File: src/design/luhn_pkg.sv
`timescale 1ns / 1ps
// ----------------------------------------------------------------------------
// luhn_pkg
// Shared types, constants and the double-dabble bit function for the Luhn checker.
// ----------------------------------------------------------------------------
package luhn_pkg;

    // Field widths
    localparam int unsigned CARD_W        = 63;
    localparam int unsigned COUNT_W       = 5;
    localparam int unsigned BRAND_W       = 2;
    localparam int unsigned DIGIT_W       = 4;

    // Conversion sizing: card padded to 64 bits, 4 bits folded in per cycle
    localparam int unsigned BIN_W         = 64;
    localparam int unsigned BITS_PER_STEP = 4;
    localparam int unsigned CONV_STEPS    = BIN_W / BITS_PER_STEP;
    localparam int unsigned STEP_CNT_W    = $clog2(CONV_STEPS);
    localparam int unsigned NUM_DIGITS    = 19;
    localparam int unsigned BCD_W         = NUM_DIGITS * DIGIT_W;

    // Brand codes
    localparam logic [BRAND_W-1:0] BRAND_NONE   = 2'd0;
    localparam logic [BRAND_W-1:0] BRAND_FOUR   = 2'd1;
    localparam logic [BRAND_W-1:0] BRAND_FIFTY  = 2'd2;
    localparam logic [BRAND_W-1:0] BRAND_THIRTY = 2'd3;

    // Controller states
    typedef enum logic [1:0] {
        S_IDLE,
        S_CONV,
        S_SCAN,
        S_CLASS
    } t_state;

    // Controller to datapath
    typedef struct packed {
        logic load;   // capture card number, clear accumulators
        logic conv;   // one double-dabble step of BITS_PER_STEP bits
        logic scan;   // consume lowest BCD digit
        logic emit;   // load result register
    } t_dp_cmd;

    // Datapath to controller
    typedef struct packed {
        logic bcd_zero;  // no digits left to scan
    } t_dp_status;

    // One double-dabble bit: add 3 to every digit of 5 or more, then shift in one binary bit
    function automatic logic [BCD_W-1:0] dabble_bit(input logic [BCD_W-1:0] bcd,
                                                    input logic             b);
        logic [BCD_W-1:0]   adj;
        logic [DIGIT_W-1:0] dig;
        for (int i = 0; i < NUM_DIGITS; i++) begin
            dig = bcd[DIGIT_W*i +: DIGIT_W];
            adj[DIGIT_W*i +: DIGIT_W] = (dig >= 4'd5) ? dig + 4'd3 : dig;
        end
        return {adj[BCD_W-2:0], b};
    endfunction

endpackage

File: src/design/luhn_card_number_check_top.sv
`timescale 1ns / 1ps
// ----------------------------------------------------------------------------
// luhn_card_number_check_top
// Luhn mod-10 card number checker with digit count and brand code.
// ----------------------------------------------------------------------------
// Usage:
//   Input channel i_in_valid / o_in_ready carries a 63-bit card number.
//   Output channel o_out_valid / i_out_ready returns brand, luhn_ok and
//   digit_count, one result transaction per input transaction.
// Sequence:
//   After acceptance the number is turned into BCD by double-dabble, 4 bits
//   per conversion step, then the digits are scanned one per cycle from
//   the least significant end until none remain, then the classify step
//   loads the result register.
//   One item is in work at a time; o_in_ready is high only when idle.
// Stalls:
//   A result waiting in the output register does not block the next input;
//   the block holds in the classify step only if the previous result is
//   still not taken when the next one is ready.
// Reset:
//   Synchronous, active low; returns to idle with no result pending.
// ----------------------------------------------------------------------------
module luhn_card_number_check_top
    import luhn_pkg::*;
(
    input  logic               i_clk,
    input  logic               i_rst_n,
    input  logic               i_in_valid,
    output logic               o_in_ready,
    input  logic [CARD_W-1:0]  i_card_number,
    output logic               o_out_valid,
    input  logic               i_out_ready,
    output logic [BRAND_W-1:0] o_brand,
    output logic               o_luhn_ok,
    output logic [COUNT_W-1:0] o_digit_count
);

    t_dp_cmd    cmd;
    t_dp_status status;

    luhn_ctrl u_ctrl (
        .i_clk       (i_clk),
        .i_rst_n     (i_rst_n),
        .i_in_valid  (i_in_valid),
        .o_in_ready  (o_in_ready),
        .o_out_valid (o_out_valid),
        .i_out_ready (i_out_ready),
        .i_status    (status),
        .o_cmd       (cmd)
    );

    luhn_dp u_dp (
        .i_clk         (i_clk),
        .i_card_number (i_card_number),
        .i_cmd         (cmd),
        .o_status      (status),
        .o_brand       (o_brand),
        .o_luhn_ok     (o_luhn_ok),
        .o_digit_count (o_digit_count)
    );

    // A valid brand always comes with a passing checksum
    a_brand_needs_ok: assert property (@(posedge i_clk) disable iff (!i_rst_n)
        o_out_valid && o_brand != BRAND_NONE |-> o_luhn_ok)
        else $error("brand reported without passing checksum");

    // The four-prefix brand code matches its digit counts
    a_brand_count: assert property (@(posedge i_clk) disable iff (!i_rst_n)
        o_out_valid && o_brand == BRAND_FOUR |->
            (o_digit_count == 5'd13 || o_digit_count == 5'd16))
        else $error("four-prefix brand with wrong digit count");

    // Digit count stays within the range of a 63-bit number
    a_count_range: assert property (@(posedge i_clk) disable iff (!i_rst_n)
        o_out_valid |-> o_digit_count <= 5'd19)
        else $error("digit count out of range");

    // An accepted transaction keeps the block busy in the next cycle
    a_busy_after_accept: assert property (@(posedge i_clk) disable iff (!i_rst_n)
        i_in_valid && o_in_ready |=> !o_in_ready && cmd.conv)
        else $error("controller did not start conversion");

endmodule

File: src/design/luhn_ctrl.sv
`timescale 1ns / 1ps
// ----------------------------------------------------------------------------
// luhn_ctrl
// Sequencer: conversion steps, digit scan, classify, and the result slot.
// ----------------------------------------------------------------------------
module luhn_ctrl
    import luhn_pkg::*;
(
    input  logic       i_clk,
    input  logic       i_rst_n,
    input  logic       i_in_valid,
    output logic       o_in_ready,
    output logic       o_out_valid,
    input  logic       i_out_ready,
    input  t_dp_status i_status,
    output t_dp_cmd    o_cmd
);

    t_state                r_state, n_state;
    logic [STEP_CNT_W-1:0] r_step,  n_step;
    logic                  r_out_valid, n_out_valid;
    logic                  slot_free;

    // Result slot can take a new result when empty or being drained
    assign slot_free = !r_out_valid || i_out_ready;

    // Next state
    always_comb begin
        n_state = r_state;
        n_step  = r_step;
        case (r_state)
            S_IDLE: begin
                n_step = '0;
                if (i_in_valid) begin
                    n_state = S_CONV;
                end
            end
            S_CONV: begin
                n_step = r_step + 1'b1;
                if (r_step == STEP_CNT_W'(CONV_STEPS - 1)) begin
                    n_state = S_SCAN;
                end
            end
            S_SCAN: begin
                if (i_status.bcd_zero) begin
                    n_state = S_CLASS;
                end
            end
            S_CLASS: begin
                if (slot_free) begin
                    n_state = S_IDLE;
                end
            end
            default: begin
                n_state = S_IDLE;
            end
        endcase
    end

    // Outputs / commands
    always_comb begin
        o_cmd      = '0;
        o_in_ready = 1'b0;
        case (r_state)
            S_IDLE: begin
                o_in_ready = 1'b1;
                o_cmd.load = i_in_valid;
            end
            S_CONV: begin
                o_cmd.conv = 1'b1;
            end
            S_SCAN: begin
                o_cmd.scan = !i_status.bcd_zero;
            end
            S_CLASS: begin
                o_cmd.emit = slot_free;
            end
            default: begin
                o_cmd = '0;
            end
        endcase
    end

    // Result valid flag
    always_comb begin
        n_out_valid = r_out_valid;
        if (o_cmd.emit) begin
            n_out_valid = 1'b1;
        end else if (i_out_ready) begin
            n_out_valid = 1'b0;
        end
    end

    always_ff @(posedge i_clk) begin
        if (!i_rst_n) begin
            r_state     <= S_IDLE;
            r_step      <= '0;
            r_out_valid <= 1'b0;
        end else begin
            r_state     <= n_state;
            r_step      <= n_step;
            r_out_valid <= n_out_valid;
        end
    end

    assign o_out_valid = r_out_valid;

endmodule

File: src/design/luhn_dp.sv
`timescale 1ns / 1ps
// ----------------------------------------------------------------------------
// luhn_dp
// Binary to BCD conversion, digit-serial Luhn sum, classification, result.
// ----------------------------------------------------------------------------
module luhn_dp
    import luhn_pkg::*;
(
    input  logic                i_clk,
    input  logic [CARD_W-1:0]   i_card_number,
    input  t_dp_cmd             i_cmd,
    output t_dp_status          o_status,
    output logic [BRAND_W-1:0]  o_brand,
    output logic                o_luhn_ok,
    output logic [COUNT_W-1:0]  o_digit_count
);

    logic [BIN_W-1:0]   r_bin;
    logic [BCD_W-1:0]   r_bcd;
    logic [DIGIT_W-1:0] r_sum;      // running sum mod 10
    logic [COUNT_W-1:0] r_count;
    logic [DIGIT_W-1:0] r_lead;
    logic [DIGIT_W-1:0] r_second;
    logic [BRAND_W-1:0] r_brand;
    logic               r_luhn_ok;
    logic [COUNT_W-1:0] r_digit_count;

    logic [BCD_W-1:0]   n_bcd_conv;
    logic [DIGIT_W-1:0] dig;
    logic [DIGIT_W:0]   dbl;
    logic [DIGIT_W-1:0] weight;
    logic [DIGIT_W:0]   sum_raw;
    logic [DIGIT_W-1:0] n_sum;
    logic               ok;
    logic [BRAND_W-1:0] brand;

    // Four double-dabble bits per cycle, MSB first
    always_comb begin
        n_bcd_conv = r_bcd;
        for (int k = 0; k < BITS_PER_STEP; k++) begin
            n_bcd_conv = dabble_bit(n_bcd_conv, r_bin[BIN_W-1-k]);
        end
    end

    // Weight of lowest digit: odd positions as is, even positions doubled
    assign dig = r_bcd[DIGIT_W-1:0];
    assign dbl = {dig, 1'b0};
    always_comb begin
        if (!r_count[0]) begin
            weight = dig;
        end else if (dbl > 5'd9) begin
            weight = DIGIT_W'(dbl - 5'd9);
        end else begin
            weight = dbl[DIGIT_W-1:0];
        end
        sum_raw = {1'b0, r_sum} + {1'b0, weight};
        n_sum   = (sum_raw >= 5'd10) ? DIGIT_W'(sum_raw - 5'd10)
                                     : sum_raw[DIGIT_W-1:0];
    end

    // Checksum result, and brand from leading digits and count when it passes
    assign ok = (r_sum == 4'd0);
    always_comb begin
        brand = BRAND_NONE;
        if (ok) begin
            if (r_lead == 4'd4 && (r_count == 5'd13 || r_count == 5'd16)) begin
                brand = BRAND_FOUR;
            end else if (r_lead == 4'd5 && r_second >= 4'd1 && r_second <= 4'd5
                         && r_count == 5'd16) begin
                brand = BRAND_FIFTY;
            end else if (r_lead == 4'd3 && (r_second == 4'd4 || r_second == 4'd7)
                         && r_count == 5'd15) begin
                brand = BRAND_THIRTY;
            end
        end
    end

    // Working registers
    always_ff @(posedge i_clk) begin
        if (i_cmd.load) begin
            r_bin    <= {1'b0, i_card_number};
            r_bcd    <= '0;
            r_sum    <= '0;
            r_count  <= '0;
            r_lead   <= '0;
            r_second <= '0;
        end else if (i_cmd.conv) begin
            r_bin <= r_bin << BITS_PER_STEP;
            r_bcd <= n_bcd_conv;
        end else if (i_cmd.scan) begin
            r_bcd    <= r_bcd >> DIGIT_W;
            r_sum    <= n_sum;
            r_count  <= r_count + 1'b1;
            r_second <= r_lead;
            r_lead   <= dig;
        end
    end

    // Result register
    always_ff @(posedge i_clk) begin
        if (i_cmd.emit) begin
            r_brand       <= brand;
            r_luhn_ok     <= ok;
            r_digit_count <= r_count;
        end
    end

    assign o_status.bcd_zero = (r_bcd == '0);
    assign o_brand           = r_brand;
    assign o_luhn_ok         = r_luhn_ok;
    assign o_digit_count     = r_digit_count;

endmodule
File: config.mk
export PLATFORM = sky130hd
export DESIGN_NAME = luhn_card_number_check_top
export DESIGN_NICKNAME = d
export VERILOG_FILES = /design/src/design/luhn_pkg.sv /design/src/design/luhn_card_number_check_top.sv /design/src/design/luhn_ctrl.sv /design/src/design/luhn_dp.sv
export SDC_FILE = /design/constraint.sdc
export NUM_CORES = 1
export LEC_CHECK = 0
export BUFFER_PORTS_ARGS = -buffer_cell sky130_fd_sc_hd__buf_2
export CAP_MARGIN = 20
export CORE_MARGIN = 2
export CORE_UTILIZATION = 45
export CTS_CLUSTER_SIZE = 12
export DETAILED_ROUTE_END_ITERATION = 6
export GPL_TIMING_DRIVEN = 1
export SLEW_MARGIN = 20
export SYNTH_ARGS = -nofsm -noshare
export SYNTH_HDL_FRONTEND = slang
export SYNTH_SLANG_ARGS = --single-unit
File: constraint.sdc
create_clock -name i_clk -period 5.05 [get_ports i_clk]
set_input_delay 0.2525 -clock i_clk [delete_from_list [all_inputs] [get_ports i_clk]]
set_output_delay 0.2525 -clock i_clk [all_outputs]
set_load 0.05 [all_outputs]
==> summary.md <==
| Metric | Value |
|---|---|
| Result of the run | `completed` |
| GPL Wtd Cong | `0.863` |
| Max-slew violation total from the final report | `0` |
| Gr ovfl total | `0` |
| Full die area | `39300 um^2` |
| Count of inserted antenna diode cells | `0` |
| Sum of negative setup slack | `0 ns` |
| Number of global-route vias before repair | `15086` |
| Detailed placement HPWL | `33.2 mm` |
| Post-CTS setup repair buffer count | `0` |
| Final Cycle Share | `79.2%` |
| CTS hold repair buffers | `0` |
| DR vias | `around 16000` |
| Chip Height | `198 um` |
| Total GRT Usage | `22.8%` |
| Number of antenna violations at the first check in global routing | `0` |
| Number of flops mapped to enable cells by yosys | `71` |
| I/O pins | `77` |
| Worst endpoint required time | `5.34 ns` |
| NumNets Final | `2476` |
| Final Hold Vio Count | `0` |
| Inst Count DP | `2793` |
| Clock input transition at the sequential cells of the worst setup and hold paths | `about 0.08 ns` |
| Starting utilization of the core area | `45.4%` |
| CP Capture Type | `register` |
| Critical path startpoint category | `register` |
| CORE AREA | `37400 um^2` |
| Remaining DRCs | `0` |
| Buffer type at the clock tree root | `clkbuf_16` |
| Final ANT Viol Nets | `0` |
| Max_slew headroom | `42.2%` |
| Number of H-tree levels | `4` |
| Crit path setup slack, layout | `1.05 ns` |
| Maximum number of pins on one net before global-route repair | `92` |
| Mapped Nets | `2481` |
| Detailed-router iteration count before antenna repair | `5` |
| RSZ-0062 raised after global routing | `false` |
| Fraction of final layout cells with drive strength greater than 1 | `10.4%` |
| Number of gates resized after cts | `0` |
| First-iteration detailed-routing DRC count | `~1200` |
| Clock tree from TritonCTS | `done` |
| Placed Area | `17700 um^2` |
| Peak fanout along the critical path | `12` |
| Clock period minus final worst setup slack | `4.00 ns` |
| Insertion delay to the later sink of the worst-skew pair | `0.45 ns` |
| Final setup skew | `0.0138 ns` |
| Setup Slack @ Placement | `1.12 ns` |
| Number of cells produced by synthesis | `2306` |
| Count of standard-cell rows | `just over 70` |
| Share of the yosys chip area belonging to registers | `24.5%` |
| Maximum count of clock buffers along a single path | `2` |
| Number of distinct standard cells referenced by the synthesized netlist | `93` |
| Synth warn | `0` |
| Number of buffers created by CTS | `17` |
| Min-Delay Path Class | `primary input to register` |
| Post-detailed-route wirelength per cell | `between 15 and 20 um` |
| Number of buffers inserted by port buffering | `76` |
| Number of max-cap violations | `0` |
| Non-Filler Instances | `2825` |
| Global-route wire length before repair | `73.7 mm` |
| Area Growth Syn to Fin | `7.43%` |
| Mean instance size in the synthesized netlist | `7.36 um^2` |
| Area of the mapped netlist | `17000 um^2` |
| TritonCTS Sinks | `approximately 170` |
| Predominant post-synthesis flop cell | `dfxtp_1` |
| Category of the critical setup timing path | `register to register` |
| Total wirelength of the detailed-routed design | `45.4 mm` |
| Die X-Extent | `198 um` |
| Asr flop ratio synth | `0%` |
| Highest attainable clock frequency | `0.250 GHz` |
| Final setup violation count | `0` |
| Number of synthesized register bits | `about 170` |
| Final standard cell area without fillers | `18200 um^2` |
| Per-cell via count in the routed design | `5.81` |
| Tightest Pin Transition | `between 0.8 and 0.9 ns` |
| CP Data Arrival Time | `4.29 ns` |
-- flip-flops by register name, indices dropped and copies added (netlist names) --
signal              cells
u_dp.r_bcd             76
u_dp.r_bin             64
u_dp.o_digit_count      5
u_dp.r_count            5
u_ctrl.r_step           4
u_dp.r_lead             4
u_dp.r_second           4
u_dp.r_sum              4
u_ctrl.r_state          2
u_dp.o_brand            2
u_ctrl.o_out_valid      1
u_dp.o_luhn_ok          1
-- final timing paths --
| path | from | cells past startpoint | slack, ns | end |
|---|---|---|---|---|
| setup / recovery | u_dp.r_bcd[0] | 15 | 1.05 | u_dp.r_bcd[6] |
| hold / removal | i_card_number[26] | 3 | 0.06 | u_dp.r_bin[26] |
| setup reg to reg | u_dp.r_bcd[0] | 15 | 1.05 | u_dp.r_bcd[6] |
| hold reg to reg | u_dp.r_second[3] | 2 | 0.46 | u_dp.r_second[3] |
-- critical path: stages (launching register included) --
cell       delay (ns)
dfxtp_1          0.54
inv_1            0.11
ha_1             0.33
nor2b_2          0.23
or3_1            0.36
and2_1           0.19
inv_2            0.10
mux2i_1          0.27
and2_1           0.23
ha_1             0.21
nor3_1           0.06
a221oi_1         0.35
a2bb2oi_1        0.35
o21ai_0          0.14
o31ai_1          0.29
a211oi_1         0.08
-- placed cells by master, fill, tap and decap left out, drive strengths merged, types with 35 or more instances in the layout --
cell,instances
a211oi,91
a21oi,150
a31oi,37
buf,85
dfxtp,101
edfxtp,71
ha,107
inv,122
mux2,38
mux2i,57
nand2,394
nand3,35
nor2,188
nor3,36
o211ai,36
o21ai,222
or2,55
-- metrics by stage --
stage          hold slack (ns)  utilization (%)
6_report                0.0642             48.8
3_3_place_gp             0.445             47.2
2_1_floorplan            0.370                -
5_1_grt                 0.0565             48.8
3_5_place_dp             0.451             47.2
4_1_cts                 0.0434             48.8
-- cells by family (layout without fill, tap and decap cells) --
kind of cell	Yosys count	after routing	synth area share [%]
buf+inv	225	233	5.19
simple gates	895	895	24.2
mux	95	95	5.95
fa+ha+maj	108	108	8.00
flops	172	172	24.5
xor+xnor	41	41	2.11
compound gates	770	770	30.1
-- final cells by class --
type	instances	area, um^2
Inverter	116	435
Fill cell	3738	19200
Timing Repair Buffer	85	460
Sequential cell	172	4150
Clock inverter	15	153
Tap cell	511	639
Clock buffer	17	425
Multi-Input combinational cell	1909	12000
-- cell usage after synthesis, types with 16 or more instances --
cell type,n,share of area [%]
dfxtp_1,101,12
or2_2,45,1.7
o211a_1,16,0.94
nor2b_1,33,1.2
buf_2,27,0.80
mux2_2,38,2.5
a211oi_1,90,4.0
inv_1,112,2.5
o21ai_0,211,6.2
clkbuf_1,80,1.8
mux2i_1,54,3.2
nor2_1,188,4.2
edfxtp_1,71,13
a21oi_1,148,4.4
o211ai_1,35,1.5
nor3_1,36,1.1
nand3_1,35,1.0
and3_1,16,0.59
o21a_1,22,0.97
o21bai_1,17,0.75
a31oi_1,37,1.4
xnor2_1,26,1.3
or3_1,33,1.2
nand2b_1,25,0.92
and2_1,27,0.99
ha_1,107,7.9
a221oi_1,17,0.88
nand2_1,394,8.7
-- metal layers --
layer | GRT usage (%) | up-vias | wire length [um]
li1 | - | 8362 | -
met1 | 30.7 | 7683 | 21400
met2 | 38.4 | 331 | 21300
met3 | 2.95 | 51 | 1870
met4 | 5.85 | 0 | 779
met5 | 0 | - | 0
Power is not shown: default switching activity piles up to over one toggle a cycle in this logic, so the estimate is an artifact.
